$ cat src/sv/mpq_pkg.sv
package mpq_pkg;

	// Queue depth and field widths
	localparam int CAPACITY = 64;
	localparam int KEY_W    = 32;
	localparam int OCC_W    = 7;

	// Key returned by a delete-minimum on an empty queue
	localparam logic signed [KEY_W-1:0] EMPTY_DELETE_KEY = 32'sh8000_0001;

	// Operation codes on func
	typedef enum logic [1:0] {
		OP_INSERT  = 2'd0,
		OP_DELMIN  = 2'd1,
		OP_FINDMIN = 2'd2,
		OP_NOP     = 2'd3
	} func_t;

	// Result status codes
	typedef enum logic [1:0] {
		ST_OK    = 2'd0,
		ST_EMPTY = 2'd1,
		ST_FULL  = 2'd2,
		ST_RSVD  = 2'd3
	} status_t;

	// Broadcast command to every cell of the row
	typedef enum logic [1:0] {
		CELL_HOLD = 2'd0,
		CELL_PUSH = 2'd1,
		CELL_POP  = 2'd2,
		CELL_IDLE = 2'd3
	} cell_op_t;

	typedef struct packed {
		cell_op_t               op;
		logic signed [KEY_W-1:0] key;
	} cell_ctl_t;

	// What a cell shows its neighbours
	typedef struct packed {
		logic                    valid;
		logic signed [KEY_W-1:0] val;
		logic                    ins;   // new key belongs at or before this cell
	} cell_link_t;

endpackage

$ cat src/sv/mpq_cell.sv
module mpq_cell (
	input  logic                  clk,
	input  logic                  arst_n,
	input  mpq_pkg::cell_ctl_t    ctl,
	input  mpq_pkg::cell_link_t   left,
	input  mpq_pkg::cell_link_t   right,
	output mpq_pkg::cell_link_t   link
);

	logic                            valid_q;
	logic signed [mpq_pkg::KEY_W-1:0] val_q;
	logic                            ins;

	// new key sorts before this entry, or this slot is free
	assign ins = ~valid_q || ($signed(ctl.key) < $signed(val_q));

	assign link.valid = valid_q;
	assign link.val   = val_q;
	assign link.ins   = ins;

	// valid bit: the row stays packed from cell 0 upwards
	always_ff @(posedge clk or negedge arst_n) begin
		if (!arst_n) begin
			valid_q <= 1'b0;
		end else begin
			case (ctl.op)
				mpq_pkg::CELL_PUSH: begin
					if (left.ins)
						valid_q <= left.valid;
					else if (ins)
						valid_q <= 1'b1;
				end
				mpq_pkg::CELL_POP:  valid_q <= right.valid;
				default:            valid_q <= valid_q;
			endcase
		end
	end

	// key: shift right on insert past the slot, shift left on delete
	always_ff @(posedge clk) begin
		case (ctl.op)
			mpq_pkg::CELL_PUSH: begin
				if (left.ins)
					val_q <= left.val;
				else if (ins)
					val_q <= ctl.key;
			end
			mpq_pkg::CELL_POP:  val_q <= right.val;
			default:            val_q <= val_q;
		endcase
	end

endmodule

$ cat config.mk
export PLATFORM = sky130hd
export DESIGN_NAME = mpq_cell
export DESIGN_NICKNAME = d
export VERILOG_FILES = /design/src/sv/mpq_pkg.sv /design/src/sv/mpq_cell.sv
export SDC_FILE = /design/constraint.sdc
export NUM_CORES = 1
export LEC_CHECK = 0
export BUFFER_PORTS_ARGS = -buffer_cell sky130_fd_sc_hd__clkbuf_2
export CORE_MARGIN = 2
export CORE_UTILIZATION = 47
export CTS_BUF_LIST = sky130_fd_sc_hd__clkbuf_2
export CTS_CLUSTER_DIAMETER = 100
export DETAILED_ROUTE_END_ITERATION = 8
export PLACE_DENSITY = 0.92
export SLEW_MARGIN = 40
export SYNTH_ARGS = -nofsm -noshare
export SYNTH_HDL_FRONTEND = slang
export SYNTH_SLANG_ARGS = --single-unit
export TNS_END_PERCENT = 5
$ cat constraint.sdc
create_clock -name clk -period 4.2 [get_ports clk]
set_input_delay 0.42 -clock clk [delete_from_list [all_inputs] [get_ports clk]]
set_output_delay 0.42 -clock clk [all_outputs]
set_load 0.1 [all_outputs]
# Yosys cells after proc, flatten, opt, wreduce, memory -nomap -nowiden
# Cells that the tools add are included.
[totals] regBits=33 input_bits=104 out_inout_bits=34 wordCells=16
[classes] magnitude_cmp=1 n_eq_ne=3 n_mux=6 bitwise=1 n_reduce_logical=3
[ops] operator="2-to-1 mux 32 bit" n=2
[ops] operator="case mux 32 bit (2 select lines)" n=1
[ops] operator="less-than comparator 32 bit" n=1
[ops] operator="!= test 3 bit (second input constant)" n=1
[ops] operator="== test 2 x 1 -> 1 bit (second input constant)" n=1
[ops] operator="== test 2 bit (second input constant)" n=1
[ops] operator="2-to-1 mux 1 bit" n=2
[ops] operator="case mux 1 bit (2 select lines)" n=1
[ops] operator="AND reduction 2 bit" n=1
[ops] operator="nonzero test 2 bit" n=1
[ops] operator="logical OR 1 bit" n=1
[ops] operator="NOT 1 bit" n=1

# Longest topological paths before layout
# Gate-level depths: netlist (run 1).
[depth] word_depth=5 ltp_mapped=9 ltp_nobuf=8

# Least setup slack after synthesis (run 1)
# Ideal clock, no wire load.
[synth_path] path_kind="register to register" from="register val_q[31] in the netlist's numbering" to="register val_q[0] in the netlist's numbering, enable pin" setup_time_ps=393 t_arrival_ps=3333 t_required_ps=3807 setup_slack_ps=475 path_stages_with_launch=8 path_buffers=0 period_less_slack_ps=3725 path_cell_list="edfxtp_1 -> inv_1 -> ha_1 -> and4_1 -> nand4_1 -> or4_4 -> a31oi_4 -> o311a_1"
[synth_between] elab_chain_cells=4
[synth_lines] element="start: declaration" line_no="mpq_cell.sv:11" rtl="logic signed [mpq_pkg::KEY_W-1:0] val_q;"
[synth_lines] element="start signal: assignment" line_no="mpq_cell.sv:44" rtl="val_q <= left.val;"
[synth_lines] element="start signal: assignment" line_no="mpq_cell.sv:46" rtl="val_q <= ctl.key;"
[synth_lines] element="start signal: assignment" line_no="mpq_cell.sv:48" rtl="mpq_pkg::CELL_POP: val_q <= right.val;"
[synth_lines] element="less-than comparator 32 bit" line_no="mpq_cell.sv:15" rtl="assign ins = ~valid_q || ($signed(ctl.key) < $signed(val_q));"
[synth_lines] element="logical OR 1 bit" line_no="mpq_cell.sv:15"
[synth_lines] element="!= test 3 bit (no line)"
[synth_lines] element="AND reduction 2 bit (no line)"
# No other way between the ends.
# A chain may end at the register's enable or synchronous reset.

==> results of run 1 <==
## cells in the final DEF, fill, tap and decap left out, types with 4 or more instances in the layout
cell type	count
nand4_1	4
nand2_1	40
inv_1	32
o21ai_0	35
mux2i_1	32
ha_1	31
a21o_1	4
edfxtp_1	32
clkbuf_2	143
a21oi_1	7
## sequential cells by signal, summed over array words and instances (netlist names)
name	flops
val_q	32
valid_q	1
## metal layers
layer / routed length, um / track usage
met1: 2660 / 0.255
met2: 3240 / 0.407
met3: 491 / 0.0558
met4: 65 / 0.0607
met5: 0 / 0
## worst paths after layout
path / cells past startpoint / slack, ns / from / endpoint
hold reg to reg: 2 / 0.74 / valid_q / valid_q
setup / recovery: 9 / 0.68 / val_q[31] / link[0]
setup reg to reg: 8 / 1.24 / val_q[31] / val_q[6]
hold / removal: 2 / 0.27 / ctl[33] / valid_q
min in group asynchronous: 2 / 0.34 / arst_n / valid_q
max in group asynchronous: 2 / 3.78 / arst_n / valid_q
## worst reg2reg max path, stage by stage, from the launching register on
cell      delay [ns]
edfxtp_1        0.39
inv_1           0.05
ha_1            0.37
and4_1          0.24
nand4_1         0.17
or4_4           0.59
a31oi_4         0.20
o311a_1         0.19
buf_4           0.39
## cells by family after synthesis
kind of cell	after synthesis	share of synthesized area
buf+inv	45	0.0760
flops	33	0.386
mux	33	0.130
fa+ha+maj	31	0.152
compound gates	60	0.145
simple gates	58	0.107
xor+xnor	1	0.00343
## final cells by class
class	count	area, sq um
Fill cell	416	1850
Clock buffer	7	35.0
Multi-Input combinational cell	183	1380
Clock inverter	1	3.75
Sequential cell	33	986
Inverter	32	120
Tap cell	70	87.6
Timing Repair Buffer	140	713
## cells in the mapped netlist, types with 2 or more instances
master,number,area (sq um)
a221oi_1,2,17.5
buf_4,2,15.0
clkbuf_1,9,33.8
nand4_1,4,25.0
a21oi_1,7,35.0
edfxtp_1,32,961
a221o_1,2,20.0
ha_1,31,388
nand2_1,40,150
mux2i_1,32,320
inv_1,32,120
nor3_1,2,10.0
o21ai_0,35,175
nand3_1,2,10.0
and4_1,2,17.5
a21o_1,4,30.0
o21a_1,3,22.5
## power by group through the flow
stage	clock, mW	sequential [mW]	combinational [mW]
after floorplan	0	0.721	0.188
after global placement	0	0.442	0.580
after detailed placement	0	0.446	0.594
after CTS	0.163	0.438	0.597
after global routing	0.172	0.443	0.634
final	0.158	0.438	0.594
## stage by stage
stage | util | hold slack [ns] | power [mW] | std cells | setup slack [ns]
finish | 0.643 | 0.266 | 1.19 | 466 | 0.677
floorplan | - | 0.124 | 0.908 | 261 | 0.475
global placement | 0.633 | 0.196 | 1.02 | 457 | 1.04
global route | 0.643 | 0.282 | 1.25 | 466 | 0.526
detailed placement | 0.633 | 0.197 | 1.04 | 457 | 0.985
CTS | 0.643 | 0.250 | 1.20 | 466 | 0.649
## repair_timing
action | in CTS | in global routing
setup buffers | 0 | 0
hold buffers | 1 | 0
endpoints found under the hold margin | 1 | 0
==> flow_summary.ini, run 1 <==
[critical_path]
crit_fanout = 6
crit_path_start_kind = register
crit_family = simple AND/OR/NAND/NOR gates
cp-end-kind = output port
crit_chain = inv_1 -> ha_1 -> and4_1 -> nand4_1 -> or4_4 -> a31oi_4 -> nor3_1 -> o21ai_2 -> clkbuf_2
critPathBufInv = 2
critical_path_class = reg2out
critPathMaxStageDelay_ns = 0.59
slowest_stage = or4_4
worstPathRequired_ns = 3.78
cp.arrival_ns = 3.10

[power_and_ir_drop]
power.leakage_nw = 1.76
p_comb_frac = 0.499
p_seq_frac = 0.368
p_sw_mw = 0.585
p_sw_frac = 0.492
p_clk_frac = 0.133
peakVddDrop_mv = 0.262
power.density_nw_per_um2 = 358
p_int_mw = 0.605

[timing]
fin_tns_setup_ns = 0
rsz0062_at_grt = no
fin_crit_ns = 3.52
relSlewSlack = 0.605
finalHoldViolCount = 0
clock_skew_ns = 0.0250
finalCritPeriodShare = 0.839
setup-violations-final = 0
worstMarginPinSlew_ns = 0.592
maxSlewViolCount = 0
fmax_mhz = 284

[routing]
drc = 0
ant_nets = 0
drtPass1Iterations = 4
wirelength_um = 6460
wire_per_inst_um = 13.9
drtIter0Drc = 42
num_vias = 2361
vias_per_cell = 5.07

[place]
hpwl_um = 5260
dpl_cell_area_sq_um = 3280
gp_congestion = 0.818
io_buffers = 136

[clock_network]
cts_inserted_buffers = 5
cts_max_level = 2
max-clock-path-buffers = 2
clkLatencyLatePin_ns = 0.40
cts_resized = 0
cts-root-buf = clkbuf_2
cts_tree = yes
path_clk_slew_ns = 0.20
cts_sinks = 33

[cells_and_area]
drive_gt1_frac = 0.386
fin_area_sq_um = 3320
area_delta_synth_final_pct = 30.3
nets = 530
insertedDiodeCount = 0

[floorplan]
fp.dieH_um = 77.7
pin_count = 138
die-area_sq_um = 6030
die_x_um = 77.7
start_util = 0.493
core_sq_um = 5170
num_rows = 26

[synth]
ys_warn_count = 0
netlist-cell-type-count = 37
syn-cell-area_sq_um = 2550
syn_inst = 261
ys_seq_area_frac = 0.386
syn_nets = 396
synthArstFlopShare = 0.0303
synth_ff_type = edfxtp_1
ys_ff_latch = 33
syn_area_per_cell_sq_um = 9.77
synth_edf_count = 32

[worst_hold_path]
hold_path.class = in2reg

[global_route]
grt_util_all_layers = 0.222
grt_max_degree = 37
grt_first_pass_wirelength_um = 10700
first_global_vias = 2488
grt.overflow.total = 0
antenna_found_initial = 0

[status]
outcome = finished clean

[run]
max_cap_viol_count = 0
(Power assumes the default switching activity.)
==> run 2, diff against run 1 <==
--- a/config.mk
+++ b/config.mk
@@ -5,6 +5,7 @@
 export SDC_FILE = /design/constraint.sdc
 export NUM_CORES = 1
 export LEC_CHECK = 0
+export ABC_AREA = 1
 export BUFFER_PORTS_ARGS = -buffer_cell sky130_fd_sc_hd__clkbuf_2
 export CORE_MARGIN = 2
 export CORE_UTILIZATION = 47
==> constraint.sdc (replaced) <==
create_clock -name clk -period 3.3 [get_ports clk]
set_input_delay 0.33 -clock clk [delete_from_list [all_inputs] [get_ports clk]]
set_output_delay 0.33 -clock clk [all_outputs]
set_load 0.1 [all_outputs]
==> run 2 against run 1 <==
Global-route usage is 0.87 points higher. Register-to-register slack worse by 0.53 ns. Hold slack worse by 0.0065 ns. Setup slack worse by 0.084 ns. Sequential share of layout area is 0.29 points higher. Final cell count is 14% higher. Clock power is 24% higher. Die area is 0.75% lower. Cell area is 0.98% lower.
==> flow_summary.ini, run 2 <==
[timing]
clock_skew_ns = 0.0156
worst_hold_slack_ns = 0.260
setup-violations-final = 0
worstMarginPinSlew_ns = 0.812
finalCritPeriodShare = 0.820
layout_setup_ws_ns = 0.593
relSlewSlack = 0.457
rsz0062_at_grt = no
maxSlewViolCount = 0
fmax_mhz = 369
fin_crit_ns = 2.71
fin_tns_setup_ns = 0
finalHoldViolCount = 0

[global_route]
grt_util_all_layers = 0.231
grt_first_pass_wirelength_um = 11100
antenna_found_initial = 0
first_global_vias = 2690
grt.overflow.total = 0
grt_max_degree = 67

[place]
gp_congestion = 0.772
pre_cts_ws_ns = 0.664
io_buffers = 136
hpwl_um = 5150

[clock_network]
cts_inserted_buffers = 5
cts-root-buf = clkbuf_2
cts_max_level = 2
post_cts_buffers = 0
cts_resized = 0
path_clk_slew_ns = 0.16
cts_tree = yes
clkLatencyLatePin_ns = 0.35
cts_hold_buf = 1
cts_sinks = 33
max-clock-path-buffers = 2

[synth]
yosysTopAreaCell = edfxtp_1
syn_nets = 463
ys_warn_count = 0
synth_edf_count = 32
synthTopCellsByCount = 98 x nand2_1, 40 x inv_1, 40 x nor2_1, 32 x a31oi_1, 32 x edfxtp_1
netlist-cell-type-count = 20
ys_ff_latch = 33
ys_seq_area_frac = 0.390
syn_area_per_cell_sq_um = 7.72
yosys-top-cells-area = edfxtp_1 38%, ha_1 15%, nand2_1 15%
synth_ff_type = edfxtp_1
syn_inst = 328
synthArstFlopShare = 0.0303
synth_top_area_frac = 0.380
syn-cell-area_sq_um = 2530
synth_most_common_cell = nand2_1

[floorplan]
num_rows = 26
die-area_sq_um = 5990
start_util = 0.492
pin_count = 138
fp.dieH_um = 77.4
core_sq_um = 5140
die_x_um = 77.4

[status]
outcome = finished clean

[routing]
wirelength_um = 6710
wl_met2_um = 3520
num_vias = 2675
wire_per_inst_um = 12.7
drtIter0Drc = 81
wl_met3_um = 433
top_layer = met4
drt-met1-wl_um = 2720
ant_nets = 0
drc = 0
drtPass1Iterations = 4
vias_per_cell = 5.06

[critical_path]
crit_fanout = 2
crit_path_start_kind = register
cp-end-kind = output port
critical_path_class = reg2out
cp.arrival_ns = 2.38
worstPathRequired_ns = 2.97

[power_and_ir_drop]
power.leakage_nw = 1.82
power.density_nw_per_um2 = 411
peakVddDrop_mv = 0.200

[cells_and_area]
reg_top3 = val_q (32), valid_q (1)
final_common_cell = clkbuf_2
drive_gt1_frac = 0.344
largest-register = val_q
fin_util = 0.640
largest_reg_flops = 32
area_delta_synth_final_pct = 30.1
insertedDiodeCount = 0
nets = 593
final_cell_mix = 144 x clkbuf_2, 97 x nand2_1, 40 x inv_1, 40 x nor2_1

[run]
max_cap_viol_count = 0

[worst_hold_path]
hold_path.class = in2async
[run 2: critical path, cell delays in order, from the launching register on]
cell and delay (ns):
edfxtp_1 0.44, inv_1 0.07, ha_1 0.23, a21oi_1 0.15, nor2_1 0.06, nor3_2 0.11
nand2_1 0.08, nand2_1 0.06, nand2_1 0.07, nand2_1 0.08, nand3_1 0.10, nand3_1 0.10
clkbuf_2 0.46
[run 2: worst paths after layout]
kind	startpoint	to	slack [ns]	cells after the start
worst max-delay path	val_q[5]	link[0]	0.59	12
worst min-delay path	arst_n	valid_q	0.26	2
worst max register to register	val_q[5]	val_q[1]	0.71	13
worst min register to register	valid_q	valid_q	0.61	2
max in group asynchronous	arst_n	valid_q	2.96	2
min in group clk	right[33]	valid_q	0.29	5
[run 2: layer usage]
layer,vias up,global-route usage
li1,1350,-
met1,1220,0.250
met2,101,0.433
met3,4,0.0616
met4,0,0.0750
met5,-,0
[run 2: kinds of logic (layout without fill, tap and decap cells)]
kind of cell / after synthesis / count (layout) / synth area share
AOI/OAI and AO/OA: 51 / 51 / 0.117
buffers and inverters: 58 / 189 / 0.0919
DFF: 33 / 33 / 0.390
adders and majority gates: 31 / 31 / 0.153
and+or+nand+nor: 155 / 155 / 0.249
[run 2: final cells by class]
class	count	area, sq um
Multi-Input combinational cell	237	1320
Timing Repair Buffer	139	706
Fill cell	463	1850
Sequential cell	33	986
Clock buffer	8	40.0
Tap cell	70	87.6
Inverter	42	158
[run 2: metrics by stage]
stage	instances	instance area (sq um)	power, mW
floorplan	328	2530	1.03
global placement	520	3240	1.15
detailed placement	520	3240	1.17
CTS	529	3290	1.37
global route	529	3290	1.44
finish	529	3290	1.35
[run 2: power breakdown]
group,switching (mW),total [mW],internal (mW)
Combinational,0.472,0.624,0.152
Sequential,0.0209,0.534,0.513
Clock,0.134,0.196,0.0627
Total,0.626,1.35,0.728
==> run 3, diff against run 2 <==
==> constraint.sdc (replaced) <==
create_clock -name clk -period 2.8 [get_ports clk]
set_input_delay 0.28 -clock clk [delete_from_list [all_inputs] [get_ports clk]]
set_output_delay 0.28 -clock clk [all_outputs]
set_load 0.1 [all_outputs]
==> run 3 against run 2 <==
Sequential cell count is the same. Combinational power up 18%. Setup slack got worse by 0.31 ns. Count of clock-buffer cells in the layout fell by 1. Sequential share of layout area shrank 0.12 points. Register-to-register slack got worse by 0.25 ns. Highest routed layer unchanged. Clock power grew 18%. Critical path depth fell by 2. Die area stayed put. Hold slack got worse by 0.081 ns. Via count up 0.19%.
==> flow_summary.ini, run 3 (synthesis results as in run 2) <==
[timing]
worstMarginPinSlew_ns = 0.563
rsz0062_at_grt = no
finalHoldViolCount = 0
clock_skew_ns = 0.0313
relSlewSlack = 0.626
fin_tns_setup_ns = 0
fin_crit_ns = 2.52
fmax_mhz = 397
setup-violations-final = 0
maxSlewViolCount = 0
worst_hold_slack_ns = 0.179
finalCritPeriodShare = 0.900

[clock_network]
post_cts_buffers = 0
max-clock-path-buffers = 2
cts_inserted_buffers = 5
clkLatencyLatePin_ns = 0.38
cts_max_level = 2
path_clk_slew_ns = 0.19
cts_sinks = 33
cts-root-buf = clkbuf_2
cts_tree = yes

[routing]
drtIter0Drc = 94
vias_per_cell = 5.06
drc = 0
wirelength_um = 6660
drtPass1Iterations = 4
num_vias = 2680
ant_nets = 0
wire_per_inst_um = 12.6

[global_route]
grt_max_degree = 50
grt_first_pass_wirelength_um = 11200
grt.overflow.total = 0
grt_util_all_layers = 0.232
first_global_vias = 2580
antenna_found_initial = 0

[floorplan]
die_x_um = 77.4
fp.dieH_um = 77.4
pin_count = 138
core_sq_um = 5140
start_util = 0.492
die-area_sq_um = 5990
num_rows = 26

[cells_and_area]
fin_area_sq_um = 3310
largest-register = val_q
reg_top3 = val_q (32), valid_q (1)
fin_util = 0.643
fillers = 487
final_common_cell = clkbuf_2
final_cell_mix = 142 x clkbuf_2, 97 x nand2_1, 40 x inv_1, 40 x nor2_1
largest_reg_flops = 32
area_delta_synth_final_pct = 30.6
nets = 594
drive_gt1_frac = 0.343
insertedDiodeCount = 0

[power_and_ir_drop]
p_comb_frac = 0.462
p_sw_frac = 0.466
peakVddDrop_mv = 0.260
p_sw_mw = 0.743
power.leakage_nw = 1.82
finalPower_mw = 1.60
power.density_nw_per_um2 = 483
p_int_mw = 0.853
p_seq_frac = 0.394
p_clk_frac = 0.144

[critical_path]
worstPathRequired_ns = 2.52
cp.arrival_ns = 2.24
critical_path_class = reg2out
cp-end-kind = output port
crit_path_start_kind = register
rrSetupSlack_ns = 0.46
crit_fanout = 2

[worst_hold_path]
hold_path.class = in2async

[status]
outcome = finished clean

[place]
dpl_cell_area_sq_um = 3250
io_buffers = 136
gp_congestion = 0.785
hpwl_um = 5220

[run]
max_cap_viol_count = 0
## run 3: cell type report
class | instances | area (sq um) | area share
Sequential cell | 33 | 986 | 0.298
Timing Repair Buffer | 140 | 716 | 0.217
Clock inverter | 1 | 3.75 | 0.00114
Tap cell | 70 | 87.6 | 0.0265
Inverter | 42 | 158 | 0.0477
Multi-Input combinational cell | 237 | 1320 | 0.399
Clock buffer | 7 | 35.0 | 0.0106
## run 3: routing by layer
layer | vias up | track usage | routed length (um)
met4 | 0 | 0.0679 | 99
li1 | 1351 | - | -
met5 | - | 0 | 0
met2 | 115 | 0.432 | 3430
met1 | 1205 | 0.264 | 2650
met3 | 9 | 0.0500 | 484
## run 3: worst paths after layout
check	end	from	cells past startpoint
setup / recovery	link[0]	val_q[21]	10
hold / removal	valid_q	arst_n	2
setup reg to reg	val_q[14]	val_q[21]	11
hold reg to reg	valid_q	valid_q	2
max in group asynchronous	valid_q	arst_n	2
min in group clk	valid_q	right[33]	5
## run 3: stage by stage
| step | instances | setup WS, ns |
|---|---|---|
| floorplan | 328 | 0.108 |
| global placement | 521 | 0.525 |
| detailed placement | 521 | 0.476 |
| CTS | 530 | 0.107 |
| global route | 530 | 0.0722 |
| finish | 530 | 0.281 |
## run 3: what timing repair did
item	in CTS	in global routing
hold buffers	1	0
setup endpoints to repair	0	1
hold endpoints to repair	1	0
resized for setup	0	2
## run 3: critical path, stage by stage, from the launching register on
cell and delay [ns]:
edfxtp_1 0.43, inv_1 0.07, ha_1 0.23, a21oi_1 0.15
nor2_1 0.06, nor2_2 0.07, nand3_1 0.09, a21oi_1 0.18
nand3_1 0.14, nand3_1 0.10, clkbuf_4 0.33
## run 3: power groups by stage
stage                     registers (mW)  logic (mW)  clock network (mW)
after floorplan                    0.944       0.268                   0
after detailed placement           0.640       0.735                   0
after CTS                          0.629       0.739               0.235
after global placement             0.637       0.719                   0
final                              0.629       0.737               0.231
after global routing               0.635       0.797               0.257
